`src/rtl/core/pial_pkg.sv`:
```
// ----------------------------------------------------------------------------
// pial_pkg
// Shared types and constants for the positional insert array list.
// ----------------------------------------------------------------------------
package pial_pkg;

  localparam int CAPACITY = 64;
  localparam int ADDR_W   = $clog2(CAPACITY);
  localparam int POS_W    = 7;
  localparam int LEN_W    = 7;
  localparam int VAL_W    = 32;
  localparam int STAT_W   = 2;

  typedef logic [ADDR_W-1:0]        addr_t;
  typedef logic [POS_W-1:0]         pos_t;
  typedef logic [LEN_W-1:0]         len_t;
  typedef logic signed [VAL_W-1:0]  val_t;
  typedef logic [STAT_W-1:0]        stat_t;

  localparam stat_t ST_OK      = 2'd0;
  localparam stat_t ST_BAD_POS = 2'd1;
  localparam stat_t ST_FULL    = 2'd2;

  localparam logic MODE_INSERT = 1'b0;
  localparam logic MODE_LOCATE = 1'b1;

  // request bundle from the sequencer to the entry store
  typedef struct packed {
    logic  rd_en;
    addr_t rd_addr;
    logic  wr_en;
    addr_t wr_addr;
    val_t  wr_data;
  } mem_req_t;

endpackage

```
`src/rtl/core/pial_in_if.sv`:
```
// ----------------------------------------------------------------------------
// pial_in_if
// Request channel: mode, position and value with valid/ready.
// ----------------------------------------------------------------------------
interface pial_in_if;
  logic           valid;
  logic           ready;
  logic           mode;
  pial_pkg::pos_t position;
  pial_pkg::val_t value;

  modport source (output valid, output mode, output position, output value, input ready);
  modport sink   (input valid, input mode, input position, input value, output ready);
endinterface

```
`src/rtl/core/pial_out_if.sv`:
```
// ----------------------------------------------------------------------------
// pial_out_if
// Result channel: status, found position and list length with valid/ready.
// ----------------------------------------------------------------------------
interface pial_out_if;
  logic            valid;
  logic            ready;
  pial_pkg::stat_t status;
  pial_pkg::pos_t  found_position;
  pial_pkg::len_t  list_length;

  modport source (output valid, output status, output found_position, output list_length,
                  input ready);
  modport sink   (input valid, input status, input found_position, input list_length,
                  output ready);
endinterface

```
`src/rtl/core/pial_store.sv`:
```
// ----------------------------------------------------------------------------
// pial_store
// Entry store: one write port, one read port, registered read data.
// ----------------------------------------------------------------------------
module pial_store (
  input  logic               clk,
  input  pial_pkg::mem_req_t req,
  output pial_pkg::val_t     rd_data
);
  import pial_pkg::*;

  val_t mem [CAPACITY];

  always_ff @(posedge clk) begin
    if (req.wr_en) begin
      mem[req.wr_addr] <= req.wr_data;
    end
    if (req.rd_en) begin
      rd_data <= mem[req.rd_addr];
    end
  end

endmodule

```
`src/rtl/core/positional_insert_array_list.sv`:
```
// ----------------------------------------------------------------------------
// positional_insert_array_list
// Ordered list of signed words in a single-port-write entry store.
// Insert at 1-based position n: entries n..L move up one slot, from the tail down
// (one store read per shifted entry, then the new word is written); appending shifts none.
// Locate: one entry compared per cycle off the store read, from position 1 to first match.
// Rejected inserts and empty-list locates go straight to the result. One item at a time;
// the next word is taken while a result waits in the output register.
// Reset clears the length and control state only; store contents stay undefined, no sweep.
// ----------------------------------------------------------------------------
module positional_insert_array_list (
  input  logic        clk,
  input  logic        rst_n,
  pial_in_if.sink     in_ch,
  pial_out_if.source  out_ch
);
  import pial_pkg::*;

  localparam logic [1:0] S_IDLE  = 2'd0;
  localparam logic [1:0] S_SHIFT = 2'd1;
  localparam logic [1:0] S_SCAN  = 2'd2;
  localparam logic [1:0] S_DONE  = 2'd3;

  logic [1:0] state_r, state_nxt;
  len_t       cnt_r, cnt_nxt;
  addr_t      ptr_r, ptr_nxt;
  addr_t      base_r, base_nxt;
  addr_t      rd_addr_r, rd_addr_nxt;
  logic       rd_more_r, rd_more_nxt;
  logic       rd_pend_r, rd_pend_nxt;
  val_t       val_r, val_nxt;
  stat_t      res_stat_r, res_stat_nxt;
  pos_t       res_found_r, res_found_nxt;

  logic       out_valid_r;
  stat_t      out_stat_r;
  pos_t       out_found_r;
  len_t       out_len_r;

  mem_req_t   mem_req;
  val_t       rd_data;
  logic       accept;
  logic       out_load;
  addr_t      last_addr;

  pial_store u_store (
    .clk     (clk),
    .req     (mem_req),
    .rd_data (rd_data)
  );

  assign in_ch.ready = (state_r == S_IDLE);
  assign accept      = in_ch.valid && in_ch.ready;
  assign out_load    = (state_r == S_DONE) && (!out_valid_r || out_ch.ready);
  assign last_addr   = ADDR_W'(cnt_r - len_t'(1));

  always_comb begin
    state_nxt     = state_r;
    cnt_nxt       = cnt_r;
    ptr_nxt       = ptr_r;
    base_nxt      = base_r;
    rd_addr_nxt   = rd_addr_r;
    rd_more_nxt   = rd_more_r;
    rd_pend_nxt   = 1'b0;
    val_nxt       = val_r;
    res_stat_nxt  = res_stat_r;
    res_found_nxt = res_found_r;
    mem_req       = '0;

    case (state_r)
      S_IDLE: begin
        if (accept) begin
          val_nxt       = in_ch.value;
          res_stat_nxt  = ST_OK;
          res_found_nxt = '0;
          if (in_ch.mode == MODE_INSERT) begin
            if (in_ch.position == '0 ||
                in_ch.position > POS_W'(cnt_r + len_t'(1))) begin
              res_stat_nxt = ST_BAD_POS;
              state_nxt    = S_DONE;
            end else if (cnt_r == len_t'(CAPACITY)) begin
              res_stat_nxt = ST_FULL;
              state_nxt    = S_DONE;
            end else begin
              base_nxt    = ADDR_W'(in_ch.position - pos_t'(1));
              ptr_nxt     = last_addr;
              // no shifting when appending at the tail
              rd_more_nxt = (POS_W'(cnt_r) >= in_ch.position);
              state_nxt   = S_SHIFT;
            end
          end else begin
            ptr_nxt     = '0;
            rd_more_nxt = (cnt_r != '0);
            state_nxt   = (cnt_r != '0) ? S_SCAN : S_DONE;
          end
        end
      end

      S_SHIFT: begin
        mem_req.rd_en   = rd_more_r;
        mem_req.rd_addr = ptr_r;
        rd_pend_nxt     = rd_more_r;
        rd_addr_nxt     = ptr_r;
        if (rd_more_r) begin
          if (ptr_r == base_r) begin
            rd_more_nxt = 1'b0;
          end else begin
            ptr_nxt = ptr_r - addr_t'(1);
          end
        end
        if (rd_pend_r) begin
          // entry read last cycle moves up one slot
          mem_req.wr_en   = 1'b1;
          mem_req.wr_addr = rd_addr_r + addr_t'(1);
          mem_req.wr_data = rd_data;
        end else if (!rd_more_r) begin
          mem_req.wr_en   = 1'b1;
          mem_req.wr_addr = base_r;
          mem_req.wr_data = val_r;
          cnt_nxt         = cnt_r + len_t'(1);
          state_nxt       = S_DONE;
        end
      end

      S_SCAN: begin
        mem_req.rd_en   = rd_more_r;
        mem_req.rd_addr = ptr_r;
        rd_pend_nxt     = rd_more_r;
        rd_addr_nxt     = ptr_r;
        if (rd_more_r) begin
          if (ptr_r == last_addr) begin
            rd_more_nxt = 1'b0;
          end else begin
            ptr_nxt = ptr_r + addr_t'(1);
          end
        end
        if (rd_pend_r) begin
          if (rd_data == val_r) begin
            res_found_nxt = POS_W'(rd_addr_r) + pos_t'(1);
            rd_more_nxt   = 1'b0;
            rd_pend_nxt   = 1'b0;
            state_nxt     = S_DONE;
          end else if (!rd_more_r) begin
            state_nxt = S_DONE;
          end
        end
      end

      S_DONE: begin
        if (out_load) begin
          state_nxt = S_IDLE;
        end
      end

      default: begin
        state_nxt = S_IDLE;
      end
    endcase
  end

  always_ff @(posedge clk) begin
    if (!rst_n) begin
      state_r     <= S_IDLE;
      cnt_r       <= '0;
      rd_more_r   <= 1'b0;
      rd_pend_r   <= 1'b0;
      out_valid_r <= 1'b0;
    end else begin
      state_r   <= state_nxt;
      cnt_r     <= cnt_nxt;
      rd_more_r <= rd_more_nxt;
      rd_pend_r <= rd_pend_nxt;
      if (out_load) begin
        out_valid_r <= 1'b1;
      end else if (out_ch.ready) begin
        out_valid_r <= 1'b0;
      end
    end
  end

  always_ff @(posedge clk) begin
    ptr_r       <= ptr_nxt;
    base_r      <= base_nxt;
    rd_addr_r   <= rd_addr_nxt;
    val_r       <= val_nxt;
    res_stat_r  <= res_stat_nxt;
    res_found_r <= res_found_nxt;
    if (out_load) begin
      out_stat_r  <= res_stat_r;
      out_found_r <= res_found_r;
      out_len_r   <= cnt_r;
    end
  end

  assign out_ch.valid          = out_valid_r;
  assign out_ch.status         = out_stat_r;
  assign out_ch.found_position = out_found_r;
  assign out_ch.list_length    = out_len_r;

  // length never passes capacity
  a_cnt_bound: assert property (@(posedge clk) disable iff (!rst_n)
    cnt_r <= len_t'(CAPACITY))
    else $error("list length above capacity");

  // store never reads and writes one entry in the same cycle
  a_no_rw_clash: assert property (@(posedge clk) disable iff (!rst_n)
    mem_req.wr_en && mem_req.rd_en |-> mem_req.wr_addr != mem_req.rd_addr)
    else $error("read and write hit the same entry");

  // length only grows, one step at a time
  a_cnt_step: assert property (@(posedge clk) disable iff (!rst_n)
    $past(rst_n) && cnt_r != $past(cnt_r) |-> cnt_r == $past(cnt_r) + len_t'(1))
    else $error("list length changed by other than one");

  // a match is reported only with ok status and within the list
  a_found_sane: assert property (@(posedge clk) disable iff (!rst_n)
    out_ch.valid && out_ch.found_position != '0 |->
      out_ch.status == ST_OK && POS_W'(out_ch.list_length) >= out_ch.found_position)
    else $error("found position inconsistent with result");

endmodule
```
`src/flat_wrapper.sv`:
```
// flat-port wrapper written by rule: the top's interface ports become plain ports
module positional_insert_array_list_flat import pial_pkg::*;
  (clk, rst_n, in_ch_valid, in_ch_mode, in_ch_position, in_ch_value, in_ch_ready, out_ch_valid, out_ch_status, out_ch_found_position, out_ch_list_length, out_ch_ready);
  pial_in_if in_ch_i ();
  pial_out_if out_ch_i ();
  input  logic clk;
  input  logic rst_n;
  input wire logic [$bits(in_ch_i.valid)-1:0] in_ch_valid;
  input wire logic [$bits(in_ch_i.mode)-1:0] in_ch_mode;
  input wire logic [$bits(in_ch_i.position)-1:0] in_ch_position;
  input wire logic [$bits(in_ch_i.value)-1:0] in_ch_value;
  output wire logic [$bits(in_ch_i.ready)-1:0] in_ch_ready;
  output wire logic [$bits(out_ch_i.valid)-1:0] out_ch_valid;
  output wire logic [$bits(out_ch_i.status)-1:0] out_ch_status;
  output wire logic [$bits(out_ch_i.found_position)-1:0] out_ch_found_position;
  output wire logic [$bits(out_ch_i.list_length)-1:0] out_ch_list_length;
  input wire logic [$bits(out_ch_i.ready)-1:0] out_ch_ready;
  assign in_ch_i.valid = in_ch_valid;
  assign in_ch_i.mode = in_ch_mode;
  assign in_ch_i.position = in_ch_position;
  assign in_ch_i.value = in_ch_value;
  assign in_ch_ready = in_ch_i.ready;
  assign out_ch_valid = out_ch_i.valid;
  assign out_ch_status = out_ch_i.status;
  assign out_ch_found_position = out_ch_i.found_position;
  assign out_ch_list_length = out_ch_i.list_length;
  assign out_ch_i.ready = out_ch_ready;
  positional_insert_array_list u_core (.clk(clk), .rst_n(rst_n), .in_ch(in_ch_i), .out_ch(out_ch_i));
endmodule
```
`config.mk`:
```
export PLATFORM = sky130hd
export DESIGN_NAME = positional_insert_array_list_flat
export DESIGN_NICKNAME = d
export VERILOG_FILES = /design/src/rtl/core/pial_pkg.sv /design/src/rtl/core/pial_in_if.sv /design/src/rtl/core/pial_out_if.sv /design/src/rtl/core/pial_store.sv /design/src/rtl/core/positional_insert_array_list.sv /design/src/flat_wrapper.sv
export SDC_FILE = /design/constraint.sdc
export NUM_CORES = 2
export LEC_CHECK = 0
export BUFFER_PORTS_ARGS = -buffer_cell sky130_fd_sc_hd__buf_2
export CELL_PAD_IN_SITES_DETAIL_PLACEMENT = 1
export CELL_PAD_IN_SITES_GLOBAL_PLACEMENT = 2
export CORE_MARGIN = 2
export CORE_UTILIZATION = 48
export CTS_CLUSTER_DIAMETER = 150
export DETAILED_ROUTE_END_ITERATION = 12
export PLACE_DENSITY_LB_ADDON = 0.1
export SYNTH_ARGS = -nofsm -noshare
export SYNTH_HDL_FRONTEND = slang
export SYNTH_SLANG_ARGS = --single-unit
```
`constraint.sdc`:
```
create_clock -name clk -period 3.5 [get_ports clk]
set_input_delay 0.35 -clock clk [delete_from_list [all_inputs] [get_ports clk]]
set_output_delay 0.35 -clock clk [all_outputs]
set_load 0.01 [all_outputs]
```
* Word-level counts from Yosys, hierarchy flattened
Memories as Yosys holds them, arrays and structs flattened. A register that Yosys moved wholly into a read port is not among the register bits.
Cells that the tools add are included.
** Cells by class
- Add/sub/neg operators :: 7
- Order comparisons :: 2
- Eq/ne operators :: 18
- Muxes and demuxes :: 48
- Bitwise gates (word level) :: 5
- Reductions and logical operators :: 20
** Operator list (count)
- $mux W39 :: 3
- $mux W6 :: 8
- $eq A32 B32 Y1 :: 1
- $mux W7 :: 4
- $mux W2 :: 10
- $mux W1 :: 18
- $pmux W6 S3 :: 1
- $sub A6 B1 Y6 const B :: 3
- $pmux W7 S2 :: 1
- $add A6 B1 Y6 const B :: 2
- $eq A6 B6 Y1 :: 2
- $reduce_and A4 Y1 :: 3
- $ne A2 B1 Y1 const B :: 5
- $ne A2 B2 Y1 const B :: 4
- $pmux W2 S4 :: 1
- $reduce_and A8 Y1 :: 1
- $add A6 B1 Y7 const B :: 1
- $add A7 B1 Y7 const B :: 1
- $eq A7 B7 Y1 const B :: 1
- $ge A7 B7 Y1 :: 1
- $gt A7 B7 Y1 :: 1
- $logic_not A7 Y1 :: 1
- $reduce_bool A7 Y1 :: 1
- $ne A3 B3 Y1 const B :: 2
- other kinds (15) :: 24
** Word-level totals
- Register bits :: 87
- RAM bits :: 2048
- Bits of input ports :: 44
- Output and inout bits :: 18
- Logic and storage cells :: 116
- Memories kept :: 1
** Memory list
- u_core.u_store.mem :: words 64, width 32, rd ports 1, clocked after memory_dff 1, write ports 1, line pial_store.sv:12 : val_t mem [CAPACITY];

* Depth between registers and ports, before layout
- Word-level depth :: 7
- Mapped depth :: 11
- Gate-level depth less buffers :: 11

* Cells and area by module
From an unflattened synthesis, not the netlist that was laid out.
** Unflattened totals
- Cell total of the unflattened synthesis :: 3739
- Area total of the unflattened synthesis :: 83689.0 sq um
** Modules (own cells, without submodules)
- pial_store :: times used 1, cells an instance 3324, area each 78835.6 sq um, seq. area each 62459.9 sq um
- positional_insert_array_list :: times used 1, cells an instance 415, area each 4853.4 sq um, seq. area each 2492.4 sq um

* Worst setup path before layout
OpenSTA, ideal clock, no wires.
- Kind :: register to register
- Start :: reg u_core.rd_addr_r[0]
- End :: mem u_core.u_store.mem[60][0] in the netlist's numbering (enable)
- Library setup time :: 0.421 ns
- Arrival :: 2.801 ns
- Data required time :: 3.079 ns
- Path slack :: 0.277 ns
- Stages on the path, launching flop included :: 7
- Buffers on the path :: 0
- Clock period less this slack :: 3.223 ns
- Cells stage by stage :: edfxtp_1 > ha_1 > a22o_1 > and2_1 > nor2_1 > nand2_1 > nor2_1
** Between the ends
- Word-level cells in the longest chain between the ends :: 3
** Ends and longest elaborated chain
- from (decl) :: line positional_insert_array_list.sv:28 : addr_t rd_addr_r, rd_addr_nxt;
- from (signal assigned) :: line positional_insert_array_list.sv:184 : rd_addr_r <= rd_addr_nxt;
- $add A6 B1 Y6 :: line positional_insert_array_list.sv:114 : mem_req.wr_addr = rd_addr_r + addr_t'(1);
- $mux W39 :: line positional_insert_array_list.sv:111 : if (rd_pend_r) begin
- $mux W39 :: line positional_insert_array_list.sv:70 : case (state_r)
- to (decl) :: line pial_store.sv:12
Every way passes these cells.

* Final worst setup path
- Start :: reg u_core.ptr_r[1]
- End :: reg u_core.u_store.rd_data[8], read port of u_core.u_store.mem (data pin)
** Between the ends
- Word-level cells in the longest chain between the ends :: 1
** Ends and longest elaborated chain
- from (decl) :: line positional_insert_array_list.sv:26 : addr_t ptr_r, ptr_nxt;
- from (signal assigned) :: line positional_insert_array_list.sv:182 : ptr_r <= ptr_nxt;
- $mux W7 :: line positional_insert_array_list.sv:70
- to (decl) :: line pial_store.sv:8 : output pial_pkg::val_t rd_data
Every way passes these cells.
A chain may end at the register's enable or synchronous reset.

==> flow_metrics.py <==
metrics = {
    "sta": {
        "fin_tns_setup_ps": 0,
        "period_share_pct": 98.8,
        "finalSetupViolations": 0,
        "skew_ps": 44.3,
        "hold_viol_final": 0,
        "slew_viol_final": 0,
        "clock.fmax_mhz": 289,
        "max_slew_margin_pct": 13.9,
        "fin_crit_ps": 3460,
        "fin_ws_ps": 41.3,
        "tightest_slew_ps": 1280,
        "grt_setup_unrepaired": "false",
    },
    "pwr": {
        "power_mw": 90.4,
        "p_leak_nw": 32.5,
        "ir_drop_v": 0.000589,
        "powerDensity_nw_per_um2": 910,
    },
    "synth": {
        "syn_area_um2": 85400,
        "yosys.area_share.simple_pct": 3.45,
        "synth-seq-cells": 2167,
        "synth-edff-count": 2155,
        "muxShareOfSynthArea_pct": 4.46,
        "synth_cells": 5107,
        "synth_top_family_by_area": "compound AO/OA/AOI/OAI gates",
        "synth_ff_type": "edfxtp_1",
        "synth.distinct_cells": 76,
        "synth_xor_area_share_pct": 0.755,
        "synth_nets": 5179,
        "yosysSeqAreaShare_pct": 76.1,
        "synth_area_per_cell_um2": 16.7,
        "ys_warn_count": 0,
        "synth_compound_area_share_pct": 12.4,
        "yosys.area_share.adder_pct": 0.419,
        "async_flop_share_pct": 0,
    },
    "worst_setup_path": {
        "critPathCaptureType": "flip-flop",
        "critPathLaunchType": "flip-flop",
        "criticalPathCategory": "flip-flop to flip-flop",
        "cp_common_cell": "buf_4",
        "worst_ep_required_time_ps": 4080,
        "reg2regPathDepth": 6,
        "arrival_ps": 4040,
        "crit_end": "u_core.u_store.rd_data[8]$_DFFE_PP_",
        "worst-r2r-setup-slack_ps": 40,
        "r2r_end": "u_core.u_store.rd_data[8]$_DFFE_PP_",
        "slowest_stage": "o32ai_1",
        "r2r_start": "u_core.ptr_r[1]$_DFFE_PP_",
        "crit_fanout": 21,
        "cpPeakStageDelay_ps": 900,
        "crit_chain": "buf_4 -> nand2b_4 -> buf_4 -> a31oi_1 -> o32ai_1 -> o41ai_1",
        "startpoint": "u_core.ptr_r[1]$_DFFE_PP_",
    },
    "final_layout": {
        "area_delta_synth_final_pct": 16.4,
        "final_common_cell": "edfxtp_1",
        "fillCellCount": 15900,
        "final_cell_mix": "edfxtp_1, nand2_1, buf_4",
        "drive_above_1_share_pct": 19.5,
        "layout.nets": 5563,
        "final_core_util_pct": 56.3,
    },
    "place": {
        "dp_hpwl_mm": 166,
        "port_buffers": 61,
        "post-place-ws_ps": -449,
        "gp_congestion": 0.857,
    },
    "route": {
        "via_per_inst": 6.46,
        "post_drt_wl_per_cell_um": 34.6,
        "finalWirelength_mm": 277,
        "drt_iter0_markers": 6697,
        "vias": 51700,
        "drtPass1Iterations": 5,
        "drcViolationCount": 0,
        "ant_nets": 0,
    },
    "grt": {
        "grtUsageTotal_pct": 30.3,
        "grt_pass1_vias": 51400,
        "grt-ovfl-total": 0,
        "antenna_found_initial": 7,
        "grt_max_degree": 81,
        "grt_first_pass_wirelength_mm": 390,
    },
    "clock_network": {
        "cts.clk_slew.worst_paths_ps": 60,
        "clk_latency_ps": 890,
        "clock-sinks": 2167,
        "cts_max_level": 4,
        "clock_tree.root_cell": "clkbuf_16",
        "cts_tree": "done",
        "cts_buffer_depth": 3,
        "cts_buffers": 221,
    },
    "floorplanning": {
        "io_pins": 62,
        "dieHeight_um": 426,
        "coreArea_um2": 176000,
        "fp-row-count": 154,
        "start_util_pct": 48.4,
        "dieWidth_um": 426,
        "die-area_um2": 181000,
    },
    "run": {
        "maxCapViolations": 0,
    },
    "hold_path": {
        "min_path_type": "primary input to flip-flop",
    },
    "outcome": {
        "status": "completed",
    },
}
## report_power, final
| group | internal [mW] | switching (mW) | total [mW] |
|---|---|---|---|
| logic | 11.4 | 24.6 | 36.0 |
| registers | 31.4 | 0.434 | 31.9 |
| clock network | 12.7 | 9.92 | 22.6 |
## synth_stat cells (75+ instances only)
master	count	area [um2]
edfxtp_1	2155	64700
a221oi_1	158	1380
o21ai_0	226	1130
a21oi_1	145	726
mux2_2	128	1440
clkbuf_1	139	522
nand3_1	75	375
a211oi_1	94	706
nand2_1	339	1270
mux2i_1	227	2270
buf_2	139	696
o221ai_1	140	1230
a22oi_1	124	931
a22o_1	129	1130
nor2_1	126	473
## how the worst min path moves through the flow
stage	from	endpoint	cells past startpoint
after global routing	in_ch_position[3]	u_core.base_r[4]$_DFFE_PP_	4
after detailed placement	u_core.res_found_r[1]$_SDFFCE_PN0P_	u_core.out_ch.found_position[1]$_DFFE_PP_	0
after floorplan	u_core.res_found_r[0]$_SDFFCE_PN0P_	u_core.out_ch.found_position[0]$_DFFE_PP_	0
after CTS	in_ch_position[3]	u_core.base_r[4]$_DFFE_PP_	4
after global placement	u_core.res_found_r[1]$_SDFFCE_PN0P_	u_core.out_ch.found_position[1]$_DFFE_PP_	0
final	in_ch_position[3]	u_core.base_r[4]$_DFFE_PP_	4
## registers in the layout, indices dropped and copies added (netlist names), 6 cells and up
signal                        flops
u_core.ptr_r                      6
u_core.u_store.mem             2048
u_core.out_ch.list_length         7
u_core.res_found_r                7
u_core.val_r                     32
u_core.u_store.rd_data           32
u_core.base_r                     6
u_core.out_ch.found_position      7
u_core.rd_addr_r                  6
u_core.cnt_r                      7
## cells by family (layout without fill, tap and decap cells)
logic type,count (synthesis),after routing
and+or+nand+nor,667,667
xor gates and xnor gates,72,72
AOI/OAI and AO/OA,1426,1427
muxes,359,359
other,0,2
DFF,2167,2167
adders and majority gates,28,28
buffers and inverters,388,941
## routing by layer
layer	routed length, um	part of all wire [%]	track usage, %	vias up
met5	183	0.066	0	-
met4	7580	2.7	8.63	2
met3	23600	8.5	5.63	319
met2	124000	45	45.2	2294
met1	121000	44	45.4	27500
li1	-	-	-	21600
## timing repair
item / in CTS / in global routing
cloned: 1 / 1
endpoints found under the hold margin: 52 / 0
gates resized for setup: 12 / 14
hold buffers: 44 / 0
setup endpoints to repair: 8 / 20
pin swaps: 1 / 2
buffers inserted: 0 / 6
## cell type report
type,instances,area [um2],share of cell area (%)
flip-flops and latches,2167,65000,65.4
multi-input cells,2553,19100,19.2
clock buffers,275,5840,5.88
repair buffers,526,5480,5.51
well taps,2340,2930,2.95
clock inverters,118,975,0.981
inverters,22,90.1,0.0907
diodes,2,5.00,0.00504
## worst max-delay path, delay by kind of cell, from the launching register on
family,cells,cell delay [ps]
AOI/OAI and AO/OA,3,1250
DFF,1,780
buffers and inverters,2,670
and+or+nand+nor,1,440
## stage by stage
stage	std cells	hold WS, ps	cell area [um2]
2_1_floorplan	5107	400	85400
3_3_place_gp	7556	404	91900
3_5_place_dp	7556	406	91900
4_1_cts	7994	39.5	99200
5_1_grt	8001	81.9	99300
6_report	8003	84.6	99400
No activity file was read; power rests on OpenSTA's default activity.
